## config.mk

```make
export PLATFORM = sky130hd
export DESIGN_NAME = ascii_delimited_frame_encoder_core
export DESIGN_NICKNAME = d
export VERILOG_FILES = /design/src/rtl/core/adfe_pkg.sv /design/src/rtl/core/adfe_item_stage.sv /design/src/rtl/core/adfe_out_stage.sv /design/src/rtl/core/ascii_delimited_frame_encoder_core.sv
export SDC_FILE = /design/constraint.sdc
export NUM_CORES = 1
export LEC_CHECK = 0
export BUFFER_PORTS_ARGS = -buffer_cell sky130_fd_sc_hd__buf_2
export CORE_ASPECT_RATIO = 2
export CORE_MARGIN = 2
export CORE_UTILIZATION = 30
export CTS_BUF_LIST = sky130_fd_sc_hd__clkbuf_8 sky130_fd_sc_hd__clkbuf_16
export CTS_CLUSTER_SIZE = 8
export DETAILED_ROUTE_END_ITERATION = 6
export PLACE_DENSITY_LB_ADDON = 0.2
export SETUP_SLACK_MARGIN = 0.15
export SLEW_MARGIN = 40
export SYNTH_ARGS = -nofsm -noshare
export SYNTH_HDL_FRONTEND = slang
export SYNTH_SLANG_ARGS = --single-unit
```

## constraint.sdc

```tcl
create_clock -name clock -period 6.59 [get_ports clock]
set_input_delay 1.318 -clock clock [delete_from_list [all_inputs] [get_ports clock]]
set_output_delay 1.318 -clock clock [all_outputs]
set_load 0.1 [all_outputs]
```

## src/rtl/core/adfe_pkg.sv

```systemverilog
`timescale 1ns / 1ps
// ----------------------------------------------------------------------------
// adfe_pkg
// shared constants, step codes and the item-to-output status struct for the
// ascii delimited frame encoder
// ----------------------------------------------------------------------------
package adfe_pkg;

   localparam int IdWidth      = 7;
   localparam int CrcWidth     = 16;
   localparam int ByteWidth    = 8;
   localparam int VerWidth     = 4;
   localparam int StepWidth    = 4;
   localparam int DigitWidth   = 4;

   // emission steps of one item, header first, trailer last
   localparam logic [StepWidth-1:0] STEP_STAR     = 4'd0;
   localparam logic [StepWidth-1:0] STEP_COLON    = 4'd1;
   localparam logic [StepWidth-1:0] STEP_ID_TENS  = 4'd2;
   localparam logic [StepWidth-1:0] STEP_ID_UNITS = 4'd3;
   localparam logic [StepWidth-1:0] STEP_HASH_ID  = 4'd4;
   localparam logic [StepWidth-1:0] STEP_VERSION  = 4'd5;
   localparam logic [StepWidth-1:0] STEP_HASH_VER = 4'd6;
   localparam logic [StepWidth-1:0] STEP_CRC_LSB  = 4'd7;
   localparam logic [StepWidth-1:0] STEP_CRC_MSB  = 4'd8;
   localparam logic [StepWidth-1:0] STEP_HASH_HDR = 4'd9;
   localparam logic [StepWidth-1:0] STEP_PAYLOAD  = 4'd10;
   localparam logic [StepWidth-1:0] STEP_TRL_COL  = 4'd11;
   localparam logic [StepWidth-1:0] STEP_TRL_HASH = 4'd12;

   localparam logic [ByteWidth-1:0] CHAR_STAR  = 8'h2A;
   localparam logic [ByteWidth-1:0] CHAR_COLON = 8'h3A;
   localparam logic [ByteWidth-1:0] CHAR_HASH  = 8'h23;
   localparam logic [3:0]           CHAR_DIGIT_HI = 4'h3;

   localparam logic [VerWidth-1:0]  VERSION_RESET = 4'd2;
   localparam logic [ByteWidth-1:0] LENGTH_MAX    = 8'hFF;

   // item currently being emitted, from the item stage to the output stage
   typedef struct packed {
      logic                  valid;
      logic [StepWidth-1:0]  step;
      logic                  last_step;
      logic [DigitWidth-1:0] id_tens;
      logic [DigitWidth-1:0] id_units;
      logic [CrcWidth-1:0]   crc;
      logic [ByteWidth-1:0]  data;
   } adfe_cur_type;

endpackage

```

## src/rtl/core/adfe_item_stage.sv

```systemverilog
`timescale 1ns / 1ps
// ----------------------------------------------------------------------------
// adfe_item_stage
// input register and step sequencer: plans the bytes of one item at accept
// and walks through them one per output transfer
// ----------------------------------------------------------------------------
module adfe_item_stage (
   input  logic                            clock,
   input  logic                            reset,
   input  logic                            req_tvalid,
   output logic                            req_tready,
   input  logic [adfe_pkg::IdWidth-1:0]    frame_id,
   input  logic [adfe_pkg::CrcWidth-1:0]   crc_value,
   input  logic [adfe_pkg::ByteWidth-1:0]  payload_byte,
   input  logic                            byte_present,
   input  logic                            first_item,
   input  logic                            last_item,
   input  logic                            advance,
   output adfe_pkg::adfe_cur_type          cur
);
   import adfe_pkg::*;

   logic                  item_valid_ff, item_valid_in;
   logic [StepWidth-1:0]  step_ff, step_in;
   logic                  pay_ff, trl_ff;
   logic [DigitWidth-1:0] tens_ff, units_ff;
   logic [CrcWidth-1:0]   crc_ff;
   logic [ByteWidth-1:0]  data_ff;
   logic                  in_frame_ff, in_frame_in;

   logic                  accept, active, plan_nonempty, last_step;
   logic [StepWidth-1:0]  start_step, next_step;
   logic [IdWidth-1:0]    id_mod, units_wide;
   logic [14:0]           tens_prod;
   logic [DigitWidth-1:0] id_tens;

   // id mod 100, then tens by reciprocal multiply (exact below 160 in the 15-bit product)
   assign id_mod     = (frame_id >= IdWidth'(100)) ? frame_id - IdWidth'(100) : frame_id;
   assign tens_prod  = 15'(id_mod) * 15'd205;
   assign id_tens    = tens_prod[14:11];
   assign units_wide = id_mod - {id_tens, 3'b000} - {2'b00, id_tens, 1'b0};

   assign active        = first_item | in_frame_ff;
   assign plan_nonempty = active & (first_item | byte_present | last_item);
   assign start_step    = first_item   ? STEP_STAR :
                          byte_present ? STEP_PAYLOAD : STEP_TRL_COL;

   always_comb begin
      next_step = step_ff + StepWidth'(1);
      last_step = 1'b0;
      case (step_ff)
         STEP_HASH_HDR: begin
            next_step = pay_ff ? STEP_PAYLOAD : STEP_TRL_COL;
            last_step = ~pay_ff & ~trl_ff;
         end
         STEP_PAYLOAD: begin
            next_step = STEP_TRL_COL;
            last_step = ~trl_ff;
         end
         STEP_TRL_HASH: begin
            last_step = 1'b1;
         end
         default: begin
            next_step = step_ff + StepWidth'(1);
         end
      endcase
   end

   assign req_tready = ~item_valid_ff | (advance & last_step);
   assign accept     = req_tvalid & req_tready;

   always_comb begin
      item_valid_in = item_valid_ff;
      step_in       = step_ff;
      in_frame_in   = in_frame_ff;
      if (advance) begin
         if (last_step) begin
            item_valid_in = 1'b0;
         end else begin
            step_in = next_step;
         end
      end
      if (accept) begin
         item_valid_in = plan_nonempty;
         step_in       = start_step;
         in_frame_in   = active & ~last_item;
      end
   end

   always_ff @(posedge clock) begin
      if (reset) begin
         item_valid_ff <= 1'b0;
         in_frame_ff   <= 1'b0;
         step_ff       <= STEP_STAR;
      end else begin
         item_valid_ff <= item_valid_in;
         in_frame_ff   <= in_frame_in;
         step_ff       <= step_in;
      end
   end

   always_ff @(posedge clock) begin
      if (accept) begin
         pay_ff   <= byte_present;
         trl_ff   <= last_item;
         tens_ff  <= id_tens;
         units_ff <= units_wide[DigitWidth-1:0];
         crc_ff   <= crc_value;
         data_ff  <= payload_byte;
      end
   end

   assign cur.valid     = item_valid_ff;
   assign cur.step      = step_ff;
   assign cur.last_step = last_step;
   assign cur.id_tens   = tens_ff;
   assign cur.id_units  = units_ff;
   assign cur.crc       = crc_ff;
   assign cur.data      = data_ff;

   a_step_range: assert property (@(posedge clock) disable iff (reset)
      item_valid_ff |-> step_ff <= STEP_TRL_HASH)
      else $error("step code beyond trailer");

   a_accept_busy: assert property (@(posedge clock) disable iff (reset)
      accept && item_valid_ff |-> advance && last_step)
      else $error("item overwritten before its last byte left");

endmodule

```

## src/rtl/core/adfe_out_stage.sv

```systemverilog
`timescale 1ns / 1ps
// ----------------------------------------------------------------------------
// adfe_out_stage
// byte select for the current step, frame length count and output register
// ----------------------------------------------------------------------------
module adfe_out_stage (
   input  logic                            clock,
   input  logic                            reset,
   input  adfe_pkg::adfe_cur_type          cur,
   input  logic [adfe_pkg::VerWidth-1:0]   version,
   output logic                            advance,
   output logic                            rsp_tvalid,
   input  logic                            rsp_tready,
   output logic [adfe_pkg::ByteWidth-1:0]  out_byte,
   output logic                            frame_end,
   output logic [adfe_pkg::ByteWidth-1:0]  frame_length
);
   import adfe_pkg::*;

   logic                 rsp_valid_ff, rsp_valid_in;
   logic [ByteWidth-1:0] byte_ff, byte_in;
   logic                 end_ff, end_in;
   logic [ByteWidth-1:0] len_ff;
   logic [ByteWidth-1:0] count_ff, count_in;
   logic [VerWidth-1:0]  ver_digit;

   assign ver_digit = (version >= VerWidth'(10)) ? version - VerWidth'(10) : version;

   assign advance = cur.valid & (~rsp_valid_ff | rsp_tready);

   always_comb begin
      case (cur.step)
         STEP_STAR:     byte_in = CHAR_STAR;
         STEP_COLON:    byte_in = CHAR_COLON;
         STEP_ID_TENS:  byte_in = {CHAR_DIGIT_HI, cur.id_tens};
         STEP_ID_UNITS: byte_in = {CHAR_DIGIT_HI, cur.id_units};
         STEP_HASH_ID:  byte_in = CHAR_HASH;
         STEP_VERSION:  byte_in = {CHAR_DIGIT_HI, ver_digit};
         STEP_HASH_VER: byte_in = CHAR_HASH;
         STEP_CRC_LSB:  byte_in = cur.crc[7:0];
         STEP_CRC_MSB:  byte_in = cur.crc[15:8];
         STEP_HASH_HDR: byte_in = CHAR_HASH;
         STEP_PAYLOAD:  byte_in = cur.data;
         STEP_TRL_COL:  byte_in = CHAR_COLON;
         STEP_TRL_HASH: byte_in = CHAR_HASH;
         default:       byte_in = CHAR_HASH;
      endcase
   end

   assign end_in = (cur.step == STEP_TRL_HASH);

   // header start restarts the length, otherwise saturating increment
   always_comb begin
      if (cur.step == STEP_STAR) begin
         count_in = ByteWidth'(1);
      end else if (count_ff == LENGTH_MAX) begin
         count_in = LENGTH_MAX;
      end else begin
         count_in = count_ff + ByteWidth'(1);
      end
   end

   always_comb begin
      rsp_valid_in = rsp_valid_ff & ~rsp_tready;
      if (advance) begin
         rsp_valid_in = 1'b1;
      end
   end

   always_ff @(posedge clock) begin
      if (reset) begin
         rsp_valid_ff <= 1'b0;
         count_ff     <= '0;
      end else begin
         rsp_valid_ff <= rsp_valid_in;
         if (advance) begin
            count_ff <= count_in;
         end
      end
   end

   always_ff @(posedge clock) begin
      if (advance) begin
         byte_ff <= byte_in;
         end_ff  <= end_in;
         len_ff  <= count_in;
      end
   end

   assign rsp_tvalid   = rsp_valid_ff;
   assign out_byte     = byte_ff;
   assign frame_end    = end_ff;
   assign frame_length = len_ff;

   a_len_nonzero: assert property (@(posedge clock) disable iff (reset)
      rsp_valid_ff |-> len_ff != '0)
      else $error("result with zero frame length");

   a_end_is_hash: assert property (@(posedge clock) disable iff (reset)
      rsp_valid_ff && end_ff |-> byte_ff == CHAR_HASH)
      else $error("frame end on a byte other than the closing hash");

endmodule

```

## src/rtl/core/ascii_delimited_frame_encoder_core.sv

```systemverilog
`timescale 1ns / 1ps
// ----------------------------------------------------------------------------
// ascii_delimited_frame_encoder_core
// stream encoder that wraps payload bytes in '*:' id '#' ver '#' crc '#' ... ':#'
// ----------------------------------------------------------------------------
// The block gives one output byte per clock while an item is held and
// rsp_tready is high, and holds each input item until its last byte leaves.
// An item with first set yields the ten header bytes, a present payload byte
// yields itself, and last adds the two trailer bytes, so the step sequencer in
// the item stage walks at most 13 bytes per item, or none. Plain payload items
// are taken back to back. The first output byte reaches rsp_ through the item
// register, then the output register. Items outside an open frame (first
// clear, no frame open) are taken and dropped. frame_length counts the bytes
// of the current frame including the present one, saturating at 255, and is
// the total when rsp_tlast is high. protocol_version is written through csr_
// and should only change while the block is idle.
// ----------------------------------------------------------------------------
module ascii_delimited_frame_encoder_core (
   input  logic        clock,
   input  logic        reset,
   // configuration
   input  logic        csr_wr_en,
   input  logic [3:0]  csr_wr_data,   // protocol_version
   // input stream
   input  logic        req_tvalid,
   output logic        req_tready,
   input  logic [31:0] req_tdata,     // frame_id[6:0], crc_value[22:7], payload_byte[30:23], zero[31]
   input  logic [1:0]  req_tuser,     // byte_present[0], first_item[1]
   input  logic        req_tlast,     // last_item
   // result stream
   output logic        rsp_tvalid,
   input  logic        rsp_tready,
   output logic [15:0] rsp_tdata,     // out_byte[7:0], frame_length[15:8]
   output logic        rsp_tlast      // frame_end
);
   import adfe_pkg::*;

   // version register, reset to the default digit
   logic [VerWidth-1:0]  version_ff;

   adfe_cur_type         cur;
   logic                 advance;
   logic [ByteWidth-1:0] out_byte;
   logic [ByteWidth-1:0] frame_length;
   logic                 frame_end;

   always_ff @(posedge clock) begin
      if (reset) begin
         version_ff <= VERSION_RESET;
      end else if (csr_wr_en) begin
         version_ff <= csr_wr_data;
      end
   end

   // input register and step sequencer, also tracks whether a frame is open
   adfe_item_stage u_item (
      .clock        (clock),
      .reset        (reset),
      .req_tvalid   (req_tvalid),
      .req_tready   (req_tready),
      .frame_id     (req_tdata[6:0]),
      .crc_value    (req_tdata[22:7]),
      .payload_byte (req_tdata[30:23]),
      .byte_present (req_tuser[0]),
      .first_item   (req_tuser[1]),
      .last_item    (req_tlast),
      .advance      (advance),
      .cur          (cur)
   );

   // byte select, frame length and the output register
   adfe_out_stage u_out (
      .clock        (clock),
      .reset        (reset),
      .cur          (cur),
      .version      (version_ff),
      .advance      (advance),
      .rsp_tvalid   (rsp_tvalid),
      .rsp_tready   (rsp_tready),
      .out_byte     (out_byte),
      .frame_end    (frame_end),
      .frame_length (frame_length)
   );

   // pack the result transfer
   assign rsp_tdata = {frame_length, out_byte};
   assign rsp_tlast = frame_end;

endmodule

```

* Yosys cells after proc, flatten, opt, wreduce, memory -nomap -nowiden
Index checks and enable logic that the tools add are counted.
** Cells by class
- Multipliers :: 1
- Order comparisons :: 2
- Muxes and demuxes :: 17
- $add $sub $neg :: 6
- Bitwise operators :: 18
- Equality and inequality tests :: 12
- Reduce and logical (&&, ||, !) cells :: 6
** Operators with widths (count)
- case mux 8 bit (8 select lines) :: 1
- equality test 4 bit, second input constant :: 5
- 2-to-1 mux 4 bit :: 5
- 2-to-1 mux 8 bit :: 2
- multiplier 7 x 8 -> 15 bit, second input constant :: 1
- adder 8 x 1 -> 8 bit, second input constant :: 1
- equality test 4 x 2 -> 1 bit, second input constant :: 2
- equality test 4 x 3 -> 1 bit, second input constant :: 2
- equality test 8 bit, second input constant :: 1
- case mux 4 bit (2 select lines) :: 1
- subtractor 4 bit :: 2
- bitwise AND 1 bit :: 7
- greater-or-equal comparator 7 bit, second input constant :: 1
- 2-to-1 mux 7 bit :: 1
- subtractor 7 bit, second input constant :: 1
- 2-to-1 mux 1 bit :: 6
- NOT 1 bit :: 6
- bitwise OR 1 bit :: 5
- adder 4 x 1 -> 4 bit, second input constant :: 1
- equality test 4 x 1 -> 1 bit, second input constant :: 1
- greater-or-equal comparator 4 bit, second input constant :: 1
- zero test 4 bit :: 1
- AND reduction 2 bit :: 2
- nonzero test 2 bit :: 2
- 4 further kinds :: 4
** Word-level totals
- Register bits :: 70

* Depth between registers and ports, before layout
- Depth after elaboration :: 8
- Mapped depth :: 26
- Depth with buffers taken out :: 26

* Modules after synthesis
Synthesis repeated with hierarchy kept, for this count alone.
** Second synthesis, totals
- Cells, all modules :: 384
- Area, all modules :: 4226.6 sq um
** By module, submodules not included
- adfe_item_stage :: cells each 205, instances 1, area each 2488.6 sq um
- adfe_out_stage :: cells each 166, instances 1, area each 1594.0 sq um
- ascii_delimited_frame_encoder_core :: cells each 13, instances 1, area each 143.9 sq um

* Worst setup path before layout
Ideal clock, no wire load.
- Path kind :: input port to flip-flop
- Start point :: in req_tdata[0]
- End point :: reg u_item.units_ff[3], data pin
- Setup time :: 258 ps
- Buffers on the path :: 0
- Arrival time :: 6524 ps
- Path slack :: -191 ps
- Stages on the path :: 26
- Path through :: inv_1 > ha_1 > a2111oi_4 > nor2_1 > xor2_1 > and2_1 > nor2_1 > fa_1 > ha_1 > inv_1 > fa_1 > inv_1 > ha_1 > a211oi_1 > o221ai_1 > and2_1 > o31a_1 > nor2_1 > ha_1 > nor3b_1 > or3_1 > or2_2 > o311a_1 > nand2_1 > xnor2_1 > xnor2_1
** On the way
- Elaborated cells between the ends (all ways) :: 6
** RTL lines
- start, declared :: RTL line ascii_delimited_frame_encoder_core.sv:27 : input logic [31:0] req_tdata,
- subtractor 7 bit or greater-or-equal comparator 7 bit (tied branches) :: RTL line adfe_item_stage.sv:38 : assign id_mod = (frame_id >= IdWidth'(100)) ? frame_id - IdWidth'(100) : frame_id;
- 2-to-1 mux 7 bit (*) :: RTL line adfe_item_stage.sv:38
- multiplier 7 x 8 -> 15 bit (*) :: RTL line adfe_item_stage.sv:39 : assign tens_prod = 15'(id_mod) * 15'd205;
- named net u_item.tens_prod[12] :: RTL line adfe_item_stage.sv:34 : logic [14:0] tens_prod;
- subtractor 4 bit (*) :: RTL line adfe_item_stage.sv:41 : assign units_wide = id_mod - {id_tens, 3'b000} - {2'b00, id_tens, 1'b0};
- named net u_item.units_wide[3] :: RTL line adfe_item_stage.sv:33 : logic [IdWidth-1:0] id_mod, units_wide;
- end signal, assigned :: RTL line adfe_item_stage.sv:107 : units_ff <= units_wide[DigitWidth-1:0];
- end, declared :: RTL line adfe_item_stage.sv:26 : logic [DigitWidth-1:0] tens_ff, units_ff;
Mark *: on every way through the listed nets, which the timed path passes. The rest lies on a longest branch.
A chain may end at the register's enable or synchronous reset.

* Worst setup path in the final report
Same ends and word-level chain as after synthesis.

==> impl_metrics.tcl <==
set metrics [dict create \
    cts_root_buf "clkbuf_16" \
    leakage_nw 2.23 \
    die-area_sq_um 14900 \
    drt_first_pass_iters 4 \
    synth-async-reset-ratio_pct 0 \
    htree_levels 3 \
    synth-edff-count 51 \
    rsz0062_at_grt "true" \
    std_cell_rows 60 \
    grt_pass1_wl_mm 15.5 \
    yosysTopAreaCellShare_pct 36.9 \
    die_y_microns 170 \
    dp.cells 615 \
    status "completed" \
    internal_power_mw 1.19 \
    drive_gt1_share_pct 31.1 \
    syn_avg_cell_area_sq_um 10.6 \
    switching_power_mw 0.488 \
    vdd_drop_max_v 0.000132 \
    path_delay_family "adder cells" \
    grt.total_usage_pct 13.7 \
    synth_flop_cell "edfxtp_1" \
    wl_per_cell_microns 15.5 \
    critPathRequiredTime_ns 6.67 \
    worst_pin_slew_ns 0.828 \
    period_minus_slack_ns 6.42 \
    ios 63 \
    grt_max_degree 42 \
    gp_congestion 0.844 \
    wirelength_mm 9.88 \
    ys_ff_latch 70 \
    grt-ovfl-total 0 \
    end_kind "flip-flop" \
    grt_antenna_before_repair 0 \
    syn-cell-area_sq_um 4150 \
    fin_ws_ns 0.170 \
    synth_area_leaders "edfxtp_1, ha_1, dfxtp_1" \
    max-slew-margin-rel_pct 44.4 \
    route.vias.total 3194 \
    cts_buffers 9 \
    drc 0 \
    clk_pin_slew_ns 0.06 \
    setup.worst_path.start_class "primary input" \
    final_cell_mix "buf_2, edfxtp_1, ha_1, buf_4" \
    cp_max_fo 4 \
    yosysSeqAreaShare_pct 46.1 \
    finalSetupTns_ns 0 \
    power.density_nw_per_um2 308 \
    place.detailed.hpwl_mm 7.68 \
    cts_sinks 70 \
    finalClockSkew_ns 0.00602 \
    seqPwrFrac_pct 32.4 \
    path_class "in -> reg" \
    initial_utilization_pct 30.7 \
    synthCells 391 \
    yosysWarnings 0 \
    min_period_over_period_pct 97.4 \
    ctsHoldBuffers 0 \
    final_common_cell "buf_2" \
    final_max_slew_viol_count 0 \
    path_common_cell "ha_4" \
    crit_buf_inv 4 \
    core_sq_um 13500 \
    synth_top_cell_by_area "edfxtp_1" \
    setup_violations 0 \
    critical_path_arrival_ns 6.50 \
    final_util_pct 40.3 \
    final_area_sq_um 5450 \
    syn_to_final_growth_pct 31.2 \
    place_area_sq_um 4800 \
    io_buffers 61 \
    combPwrFrac_pct 32.9 \
    cap_violations 0 \
    drtIter0Drc 118 \
    hold_viol 0 \
    ys_types 57 \
    cts_tree "built" \
    worstSkewPairLatency_ns 0.33 \
    final_antenna_net_count 0 \
    nets 572 \
    cpMaxStageDelayCell "fa_1" \
    dp_slack_ns -0.559 \
    clockPowerShare_pct 34.7 \
    die_w_microns 87.2 \
    synth_nets 485 \
    grt_pass1_vias 3278 \
    diodes 0 \
    final_cell_count_no_fill 638 \
    viasPerCell 5.01 \
    hold_path.class "reg -> reg" \
    critPathMaxStageDelay_ns 0.49 \
    fmax_mhz 156 \
    cts_buffer_depth 2 \
    p_sw_share_pct 29.1 \
]
[power by group through the flow]
stage	clock network (mW)	logic, mW	registers [mW]
global route	0.611	0.607	0.547
detailed placement	0	0.439	0.552
global placement	0	0.430	0.552
finish	0.581	0.552	0.543
CTS	0.592	0.494	0.543
floorplan	0	0.266	0.586
[metrics by stage]
| step | hold WS, ns | power (mW) |
|---|---|---|
| 2_1_floorplan | 0.460 | 0.852 |
| 3_5_place_dp | 0.505 | 0.991 |
| 3_3_place_gp | 0.493 | 0.983 |
| 6_report | 0.512 | 1.68 |
| 5_1_grt | 0.554 | 1.76 |
| 4_1_cts | 0.515 | 1.63 |
[synthesized netlist by cell type, types with 5 or more instances]
| cell type | n |
|---|---|
| fa_1 | 8 |
| nand2_1 | 30 |
| nand3_1 | 13 |
| ha_1 | 42 |
| xnor2_1 | 7 |
| dfxtp_1 | 19 |
| inv_1 | 36 |
| nor3_1 | 7 |
| mux2i_1 | 6 |
| o21ai_0 | 7 |
| a21oi_1 | 26 |
| clkbuf_1 | 13 |
| and3_1 | 6 |
| and2_1 | 5 |
| xor2_1 | 5 |
| a31oi_1 | 7 |
| nand2b_1 | 7 |
| a32oi_1 | 6 |
| nor2_1 | 28 |
| edfxtp_1 | 51 |
[state kept, by name, indices dropped and copies added, names as in the netlist, 8 cells and up]
signal	flops
u_item.crc_ff	16
u_item.data_ff	8
u_out.count_ff	8
u_out.frame_length	8
u_out.out_byte	8
[per-layer routing]
metal | wire length (microns) | global-route usage (%) | up-vias
met5 | 0 | 0 | -
met4 | 296 | 6.49 | 0
met3 | 283 | 2.52 | 16
met2 | 5910 | 27.6 | 71
met1 | 3390 | 12.4 | 1514
li1 | - | - | 1593
[final timing paths]
path | start | end | slack [ns] | depth (start not counted)
worst max-delay path | req_tdata[0] | u_item.units_ff[3] | 0.17 | 27
worst min-delay path | u_out.count_ff[7] | u_out.count_ff[7] | 0.51 | 2
worst max register to register | u_item.step_ff[0] | u_item.step_ff[0] | 3.65 | 10
worst min register to register | u_out.count_ff[7] | u_out.count_ff[7] | 0.51 | 2
[cells by family after synthesis]
logic type	Yosys count	synth area share, %
xor gates and xnor gates	12	2.53
buffers and inverters	52	4.70
adders and majority gates	50	16.5
and+or+nand+nor	116	13.9
muxes	8	1.99
AOI/OAI and AO/OA	83	14.3
DFF	70	46.1
[worst min-delay path, cell delays in order (launching register included)]
cell and delay (ns):
dfxtp_1 0.34, nand2_1 0.07, a21oi_1 0.05
[repair_timing]
| action | in CTS | in global routing |
|---|---|---|
| hold endpoints to repair | 0 | 0 |
| pin swaps | 26 | 30 |
| buffers inserted | 4 | 3 |
| setup endpoints to repair | 1 | 1 |
| gates resized for setup | 26 | 17 |
[area by class of cell]
class | instances | area [sq um]
flip-flops and latches | 70 | 1910
clock inverters | 7 | 136
inverters | 37 | 144
well taps | 155 | 194
repair buffers | 91 | 563
multi-input cells | 269 | 2270
clock buffers | 9 | 225
fillers | 1316 | 8070
Power figures use the tool's default switching activity.
